[config.mk]
export PLATFORM = sky130hd
export DESIGN_NAME = png_chunk_stream_parser
export DESIGN_NICKNAME = d
export VERILOG_FILES = /design/src/rtl/pngcp_pkg.sv /design/src/rtl/pngcp_in_reg.sv /design/src/rtl/pngcp_parse.sv /design/src/rtl/pngcp_out_reg.sv /design/src/rtl/png_chunk_stream_parser.sv
export SDC_FILE = /design/constraint.sdc
export NUM_CORES = 1
export LEC_CHECK = 0
export BUFFER_PORTS_ARGS = -buffer_cell sky130_fd_sc_hd__buf_4
export CELL_PAD_IN_SITES_DETAIL_PLACEMENT = 1
export CELL_PAD_IN_SITES_GLOBAL_PLACEMENT = 2
export CORE_MARGIN = 3
export CORE_UTILIZATION = 37
export DETAILED_ROUTE_END_ITERATION = 8
export GPL_TIMING_DRIVEN = 0
export PLACE_DENSITY = 0.88
export SLEW_MARGIN = 20
export SYNTH_ARGS = -nofsm -noshare
export SYNTH_HDL_FRONTEND = slang
export SYNTH_HIERARCHICAL = 1
export SYNTH_SLANG_ARGS = --single-unit
[constraint.sdc]
create_clock -name clk -period 8.35 [get_ports clk]
set_input_delay 0.4175 -clock clk [delete_from_list [all_inputs] [get_ports clk]]
set_output_delay 0.4175 -clock clk [all_outputs]
set_load 0.005 [all_outputs]
[src/rtl/pngcp_pkg.sv]
`default_nettype none

package pngcp_pkg;

  localparam int unsigned ByteW = 8;
  localparam int unsigned WordW = 32;
  localparam int unsigned IdxW  = 3;

  localparam logic [WordW-1:0] TYPE_IHDR = 32'h4948_4452;
  localparam logic [WordW-1:0] TYPE_IDAT = 32'h4944_4154;
  localparam logic [WordW-1:0] TYPE_IEND = 32'h4945_4E44;

  localparam logic [IdxW-1:0] IDX_SIG_LAST   = 3'd7;
  localparam logic [IdxW-1:0] IDX_FIELD_LAST = 3'd3;

  localparam logic [1:0] KIND_MSG = 2'd0;
  localparam logic [1:0] KIND_SUM = 2'd1;
  localparam logic [1:0] KIND_ERR = 2'd2;

  typedef enum logic [5:0] {
    PH_SIG  = 6'b000001,
    PH_LEN  = 6'b000010,
    PH_TYPE = 6'b000100,
    PH_DATA = 6'b001000,
    PH_CRC  = 6'b010000,
    PH_DONE = 6'b100000
  } phase_t;

  typedef struct packed {
    logic             valid;
    logic [1:0]       kind;
    logic [ByteW-1:0] message_byte;
    logic [WordW-1:0] chunk_length;
    logic [WordW-1:0] type_word;
    logic [WordW-1:0] crc_word;
    logic             known_type;
    logic             final_chunk;
  } result_t;

  function automatic logic [ByteW-1:0] sig_byte(input logic [IdxW-1:0] idx);
    logic [ByteW-1:0] b;
    case (idx)
      3'd0:    b = 8'd137;
      3'd1:    b = 8'd80;
      3'd2:    b = 8'd78;
      3'd3:    b = 8'd71;
      3'd4:    b = 8'd13;
      3'd5:    b = 8'd10;
      3'd6:    b = 8'd26;
      default: b = 8'd10;
    endcase
    return b;
  endfunction

  function automatic logic is_known(input logic [WordW-1:0] t);
    return (t == TYPE_IHDR) || (t == TYPE_IDAT) || (t == TYPE_IEND);
  endfunction

endpackage

`default_nettype wire

[src/rtl/pngcp_in_reg.sv]
`default_nettype none

module pngcp_in_reg (
  input  wire logic                         clk,
  input  wire logic                         rst,
  input  wire logic                         in_valid,
  output logic                              in_stall,
  input  wire logic [pngcp_pkg::ByteW-1:0]  in_byte,
  input  wire logic                         advance,
  output logic                              held_valid,
  output logic [pngcp_pkg::ByteW-1:0]       held_byte
);
  import pngcp_pkg::*;

  // Hold the request while the parse stage cannot move.
  assign in_stall = held_valid && !advance;

  always_ff @(posedge clk) begin
    if (rst) begin
      held_valid <= 1'b0;
    end else if (!in_stall) begin
      held_valid <= in_valid;
    end
  end

  always_ff @(posedge clk) begin
    if (!in_stall && in_valid) begin
      held_byte <= in_byte;
    end
  end

endmodule

`default_nettype wire

[src/rtl/pngcp_parse.sv]
`default_nettype none

module pngcp_parse (
  input  wire logic                         clk,
  input  wire logic                         rst,
  input  wire logic                         step,
  input  wire logic [pngcp_pkg::ByteW-1:0]  byte_in,
  input  wire logic                         emit_message_bytes,
  output pngcp_pkg::result_t                res
);
  import pngcp_pkg::*;

  phase_t           phase, phase_next;
  logic [IdxW-1:0]  idx, idx_next;
  logic [WordW-1:0] length_reg, length_reg_next;
  logic [WordW-1:0] remaining, remaining_next;
  logic [WordW-1:0] type_reg, type_reg_next;
  logic [WordW-1:0] crc_reg, crc_reg_next;
  logic             mismatch, mismatch_next;

  logic [WordW-1:0] type_shift;
  logic [WordW-1:0] crc_shift;

  assign type_shift = {type_reg[WordW-ByteW-1:0], byte_in};
  assign crc_shift  = {crc_reg[WordW-ByteW-1:0], byte_in};

  always_comb begin
    phase_next      = phase;
    idx_next        = idx;
    length_reg_next = length_reg;
    remaining_next  = remaining;
    type_reg_next   = type_reg;
    crc_reg_next    = crc_reg;
    mismatch_next   = mismatch;
    res             = '0;

    case (phase)
      PH_SIG: begin
        mismatch_next = mismatch || (byte_in != sig_byte(idx));
        if (idx == IDX_SIG_LAST) begin
          idx_next = '0;
          if (mismatch_next) begin
            phase_next = PH_DONE;
            res.valid  = 1'b1;
            res.kind   = KIND_ERR;
          end else begin
            phase_next = PH_LEN;
          end
        end else begin
          idx_next = idx + 1'b1;
        end
      end
      PH_LEN: begin
        length_reg_next = {length_reg[WordW-ByteW-1:0], byte_in};
        if (idx == IDX_FIELD_LAST) begin
          idx_next   = '0;
          phase_next = PH_TYPE;
        end else begin
          idx_next = idx + 1'b1;
        end
      end
      PH_TYPE: begin
        type_reg_next = type_shift;
        if (idx == IDX_FIELD_LAST) begin
          idx_next       = '0;
          remaining_next = length_reg;
          phase_next     = (length_reg == '0) ? PH_CRC : PH_DATA;
        end else begin
          idx_next = idx + 1'b1;
        end
      end
      PH_DATA: begin
        remaining_next = remaining - 1'b1;
        if (remaining_next == '0) begin
          phase_next = PH_CRC;
        end
        if (emit_message_bytes && !is_known(type_reg)) begin
          res.valid        = 1'b1;
          res.kind         = KIND_MSG;
          res.message_byte = byte_in;
        end
      end
      PH_CRC: begin
        crc_reg_next = crc_shift;
        if (idx == IDX_FIELD_LAST) begin
          idx_next         = '0;
          res.valid        = 1'b1;
          res.kind         = KIND_SUM;
          res.chunk_length = length_reg;
          res.type_word    = type_reg;
          res.crc_word     = crc_shift;
          res.known_type   = is_known(type_reg);
          res.final_chunk  = (type_reg == TYPE_IEND);
          // Clear the shift registers for the next chunk.
          length_reg_next  = '0;
          type_reg_next    = '0;
          crc_reg_next     = '0;
          phase_next       = (type_reg == TYPE_IEND) ? PH_DONE : PH_LEN;
        end else begin
          idx_next = idx + 1'b1;
        end
      end
      default: begin
        // Done: drop every byte.
      end
    endcase
  end

  always_ff @(posedge clk) begin
    if (rst) begin
      phase      <= PH_SIG;
      idx        <= '0;
      length_reg <= '0;
      remaining  <= '0;
      type_reg   <= '0;
      crc_reg    <= '0;
      mismatch   <= 1'b0;
    end else if (step) begin
      phase      <= phase_next;
      idx        <= idx_next;
      length_reg <= length_reg_next;
      remaining  <= remaining_next;
      type_reg   <= type_reg_next;
      crc_reg    <= crc_reg_next;
      mismatch   <= mismatch_next;
    end
  end

endmodule

`default_nettype wire

[src/rtl/pngcp_out_reg.sv]
`default_nettype none

module pngcp_out_reg (
  input  wire logic                         clk,
  input  wire logic                         rst,
  input  wire logic                         step,
  input  wire pngcp_pkg::result_t           res,
  input  wire logic                         out_stall,
  output logic                              advance,
  output logic                              out_valid,
  output logic [1:0]                        kind,
  output logic [pngcp_pkg::ByteW-1:0]       message_byte,
  output logic [pngcp_pkg::WordW-1:0]       chunk_length,
  output logic [pngcp_pkg::WordW-1:0]       type_word,
  output logic [pngcp_pkg::WordW-1:0]       crc_word,
  output logic                              known_type,
  output logic                              final_chunk
);
  import pngcp_pkg::*;

  // Move on whenever the result register is empty or being taken.
  assign advance = !out_valid || !out_stall;

  always_ff @(posedge clk) begin
    if (rst) begin
      out_valid <= 1'b0;
    end else if (advance) begin
      out_valid <= step && res.valid;
    end
  end

  always_ff @(posedge clk) begin
    if (advance && step && res.valid) begin
      kind         <= res.kind;
      message_byte <= res.message_byte;
      chunk_length <= res.chunk_length;
      type_word    <= res.type_word;
      crc_word     <= res.crc_word;
      known_type   <= res.known_type;
      final_chunk  <= res.final_chunk;
    end
  end

endmodule

`default_nettype wire

[src/rtl/png_chunk_stream_parser.sv]
// Flow: a byte accepted is held in the input register, parsed combinationally, and its
// result is written into the output register, from which it can be taken.
// Throughput: one byte per cycle while no stalled result blocks the parser; the output
// register and the input register let a new byte enter while a finished result waits.
// Reset (rst, synchronous, active high): signature phase, chunk registers cleared,
// no result pending, emit_message_bytes set to 1.
`default_nettype none

module png_chunk_stream_parser (
  input  wire logic                         clk,
  input  wire logic                         rst,
  input  wire logic                         in_valid,
  output logic                              in_stall,
  input  wire logic [pngcp_pkg::ByteW-1:0]  in_byte,
  output logic                              out_valid,
  input  wire logic                         out_stall,
  output logic [1:0]                        kind,
  output logic [pngcp_pkg::ByteW-1:0]       message_byte,
  output logic [pngcp_pkg::WordW-1:0]       chunk_length,
  output logic [pngcp_pkg::WordW-1:0]       type_word,
  output logic [pngcp_pkg::WordW-1:0]       crc_word,
  output logic                              known_type,
  output logic                              final_chunk,
  input  wire logic                         cfg_valid,
  output logic                              cfg_ready,
  input  wire logic                         cfg_data
);
  import pngcp_pkg::*;

  logic             emit_message_bytes;
  logic             advance;
  logic             held_valid;
  logic [ByteW-1:0] held_byte;
  logic             step;
  result_t          res;

  assign cfg_ready = 1'b1;

  always_ff @(posedge clk) begin
    if (rst) begin
      emit_message_bytes <= 1'b1;
    end else if (cfg_valid && cfg_ready) begin
      emit_message_bytes <= cfg_data;
    end
  end

  assign step = held_valid && advance;

  pngcp_in_reg u_in (
    .clk        (clk),
    .rst        (rst),
    .in_valid   (in_valid),
    .in_stall   (in_stall),
    .in_byte    (in_byte),
    .advance    (advance),
    .held_valid (held_valid),
    .held_byte  (held_byte)
  );

  pngcp_parse u_parse (
    .clk                (clk),
    .rst                (rst),
    .step               (step),
    .byte_in            (held_byte),
    .emit_message_bytes (emit_message_bytes),
    .res                (res)
  );

  pngcp_out_reg u_out (
    .clk          (clk),
    .rst          (rst),
    .step         (step),
    .res          (res),
    .out_stall    (out_stall),
    .advance      (advance),
    .out_valid    (out_valid),
    .kind         (kind),
    .message_byte (message_byte),
    .chunk_length (chunk_length),
    .type_word    (type_word),
    .crc_word     (crc_word),
    .known_type   (known_type),
    .final_chunk  (final_chunk)
  );

endmodule

`default_nettype wire

==> load_flow_metrics.sql <==
INSERT INTO impl_metrics (metric_group, metric, value, unit) VALUES
('synth', 'cell_count_after_synthesis', '1131', ''),
('synth', 'asyncSetResetFlopFracSynth', '0', ''),
('synth', 'post_synth.cell_area_avg', '9.682', 'sq um'),
('sta', 'timing.max_slew.rel_slack', '0.3535', ''),
('route', 'via_count', '9445', ''),
('clock_network', 'clkSlewWorstSetupHoldPaths', '60', 'ps'),
('clock_network', 'cts_hold_buffers', '0', ''),
('clock_network', 'cts_max_level', '1', ''),
('synth', 'synth_top_area_share', '0.3181', ''),
('run_status', 'run_status', 'finished, final reports clean', ''),
('synth', 'synth.top_cells.by_area', 'sky130_fd_sc_hd__edfxtp_1 (32%), sky130_fd_sc_hd__dfxtp_1 (24%), sky130_fd_sc_hd__and3_1 (5.8%)', ''),
('sta', 'finalMaxSlewViolations', '0', ''),
('clock_network', 'clock_tree_from_tritoncts', 'built', ''),
('die', 'chipHeight', '178.0', 'um'),
('die', 'io_pins', '125', ''),
('synth', 'synth-seq-area-share', '0.5612', ''),
('sta', 'setup_viol_count_final', '0', ''),
('synth', 'number_of_flops_mapped_to_enable_cells_by_yosys', '116', ''),
('synth', 'syn_area', '10950', 'sq um'),
('layout', 'antenna_cells_inserted', '0', ''),
('clock_network', 'post_cts.repair.setup_buffers', '0', ''),
('die', 'fp.dieArea', '31700', 'sq um'),
('grt', 'via_count_of_the_first_global_routing_pass', '9413', ''),
('critical_path', 'timing.critical_path.required', '8580', 'ps'),
('layout', 'final_common_cell', 'sky130_fd_sc_hd__dfxtp_1', ''),
('synth', 'library_cells_used_by_synthesis', '69', ''),
('clock_network', 'insertion_delay', '540', 'ps'),
('clock_network', 'cts-buffers-inserted', '28', ''),
('grt', 'grt_first_pass_wirelength', '54590', 'um'),
('placement', 'detailed_place_hpwl', '25250', 'um'),
('synth', 'dominantRegCellSynth', 'sky130_fd_sc_hd__dfxtp_1', ''),
('critical_path', 'crit_path_max_incr_delay', '640', 'ps'),
('clock_network', 'cts-root-to-sink-buffers', '3', ''),
('layout', 'final_nets', '1311', ''),
('critical_path', 'slowest_stage', 'sky130_fd_sc_hd__a21oi_4', ''),
('sta', 'worst_slew_pin_slew', '956.3', 'ps'),
('pwr', 'cellPowerDensity', '192.9', 'nW/um^2'),
('die', 'core.rowCount', '62', ''),
('critical_path', 'critical_path.cell_chain', 'ha_1 > ha_1 > clkbuf_1 > nand2_1 > inv_1 > or3_1 > nand2_1 > a21oi_4 > buf_16 > buf_16', ''),
('route', 'drt_first_pass_iters', '5', ''),
('route', 'drc_errors', '0', ''),
('sta', 'rsz_0062_raised_after_global_routing', 'no', ''),
('clock_network', 'cts-resized-gates', '0', ''),
('synth', 'synth-seq-cells', '249', ''),
('synth', 'yosys_warnings', '6', ''),
('critical_path', 'startpoint_type', 'register', ''),
('route', 'first_drt_iteration_drcs', '678', ''),
('worst_hold_path', 'hp-class', 'input port to register', ''),
('route', 'routed_via_density', '5.576', ''),
('clock_network', 'ctsRootBufferMaster', 'sky130_fd_sc_hd__clkbuf_16', ''),
('layout', 'finalCoreUtilization', '0.4647', ''),
('route', 'drt.antenna.violating_nets', '0', ''),
('die', 'coreArea', '28940', 'sq um'),
('layout', 'drive_gt1_frac', '0.1481', ''),
('clock_network', 'clock_sinks', '249', ''),
('synth', 'syn-num-nets', '1154', ''),
('grt', 'global_route.overflow_total', '0', ''),
('sta', 'timing.final.hold_violations', '0', ''),
('critical_path', 'critical_path_arrival', '4050', 'ps'),
('pwr', 'worst_ir_drop_vdd', '0.1517', 'mV'),
('grt', 'largest_net_degree_at_the_start_of_global_routing', '26', ''),
('sta', 'fin_crit_sh', '0.4566', ''),
('synth', 'synth_area_leader_cell', 'sky130_fd_sc_hd__edfxtp_1', ''),
('critical_path', 'path_max_fanout', '25', ''),
('route', 'wl_per_cell', '20.89', 'um'),
('layout', 'top_library_cells_by_usage_in_the_layout_fill_and_taps_aside', 'sky130_fd_sc_hd__dfxtp_1 (133), sky130_fd_sc_hd__buf_4 (124), sky130_fd_sc_hd__a21oi_1 (121)', ''),
('pwr', 'power.total', '2.594', 'mW'),
('placement', 'gp_congestion', '0.8299', ''),
('route', 'route.final.wire_length', '35390', 'um'),
('sta', 'finalCriticalPeriod', '3812', 'ps'),
('grt', 'number_of_antenna_violations_at_the_first_check_in_global_routing', '0', ''),
('placement', 'io_buffers', '123', ''),
('sta', 'maxClockFrequency', '262.3', 'MHz'),
('pwr', 'power.leakage', '5.354', 'nW'),
('run', 'max_capacitance_violation_count', '0', ''),
('die', 'chipWidth', '178.0', 'um'),
('critical_path', 'worst_setup_path_end_kind', 'register', ''),
('layout', 'area_delta_synth_final', '22.79', '%'),
('sta', 'skew', '22.09', 'ps'),
('die', 'floorplan.initialDensity', '0.3784', ''),
('critical_path', 'critPathKind', 'register to register', ''),
('grt', 'grt_util_all_layers', '0.2187', '');
-- synth_stat cells, types with 6 or more instances --
cell type,count
sky130_fd_sc_hd__a211oi_1,7
sky130_fd_sc_hd__a21oi_1,122
sky130_fd_sc_hd__a22oi_1,16
sky130_fd_sc_hd__and2_1,11
sky130_fd_sc_hd__and3_1,101
sky130_fd_sc_hd__buf_1,7
sky130_fd_sc_hd__clkbuf_1,83
sky130_fd_sc_hd__dfxtp_1,133
sky130_fd_sc_hd__edfxtp_1,116
sky130_fd_sc_hd__ha_1,9
sky130_fd_sc_hd__inv_1,13
sky130_fd_sc_hd__nand2_1,110
sky130_fd_sc_hd__nand3_1,73
sky130_fd_sc_hd__nand4_1,12
sky130_fd_sc_hd__nor2_1,88
sky130_fd_sc_hd__nor2b_1,7
sky130_fd_sc_hd__nor3_1,24
sky130_fd_sc_hd__nor3b_1,23
sky130_fd_sc_hd__nor4_1,22
sky130_fd_sc_hd__nor4b_1,6
sky130_fd_sc_hd__o21ai_0,36
sky130_fd_sc_hd__o41ai_1,6
sky130_fd_sc_hd__or3_1,10
sky130_fd_sc_hd__or4_1,6
-- path summary, 6_finish.rpt --
path,cells after the start,slack (ps),start,end
setup / recovery,10,4540,u_parse/idx[0]$_SDFFE_PP0P_,u_out/chunk_length[11]$_DFFE_PP_
hold / removal,1,60,in_byte[2],u_in/held_byte[2]$_DFFE_PP_
setup reg to reg,10,4540,u_parse/idx[0]$_SDFFE_PP0P_,u_out/chunk_length[11]$_DFFE_PP_
hold reg to reg,2,470,u_parse/crc_reg[7]$_SDFFE_PP0P_,u_parse/crc_reg[7]$_SDFFE_PP0P_
-- routing by layer --
metal	share of wire	GRT usage
met5	0	0
met3	0.061	0.03065
met2	0.48	0.3711
met1	0.44	0.2946
met4	0.020	0.05497
-- logic make-up (layout without fill, tap and decap cells) --
| logic type | after synthesis | after routing | synth area share |
|---|---|---|---|
| DFF | 249 | 249 | 0.5612 |
| AOI/OAI and AO/OA | 233 | 233 | 0.1264 |
| muxes | 5 | 5 | 0.004571 |
| buffers and inverters | 106 | 285 | 0.03805 |
| adders and majority gates | 9 | 9 | 0.01028 |
| and+or+nand+nor | 522 | 522 | 0.2543 |
| xor gates and xnor gates | 6 | 6 | 0.004800 |
| other | 1 | 1 | 0.0003425 |
-- critical path, delay by kind of cell (launching register included) --
kind,cells,cell delay [ps]
buffers and inverters,4,1220
AOI/OAI and AO/OA,1,640
adders and majority gates,2,590
DFF,1,510
and+or+nand+nor,3,500
-- final cells by class --
cell class,count,area (sq um)
plain buffers,93,367.9
multi-input cells,776,4414
fillers,3273,15490
well taps,384,480.5
repair buffers,127,1033
clock buffers,36,782.0
clock inverters,16,173.9
flip-flops and latches,249,6146
inverters,13,48.80
-- report_power, final --
| part | internal (mW) | leakage, nW | switching, mW | total, mW |
|---|---|---|---|---|
| registers | 1.27 | 2.37 | 0.00905 | 1.28 |
| clock network | 0.755 | 0.458 | 0.510 | 1.27 |
| logic | 0.0159 | 2.53 | 0.0317 | 0.0476 |
-- through the flow --
stage	cells	hold WS, ps	TNS (ps)	setup WS [ps]	area [sq um]
floorplan	1131	435.3	0	652.6	10950
global placement	1638	448.9	-224270	-2085	12350
detailed placement	1642	465.5	0	4586	12490
CTS	1694	32.95	0	4540	13450
global route	1694	40.95	0	4300	13450
finish	1694	56.64	0	4538	13450
(Power assumes the default switching activity.)
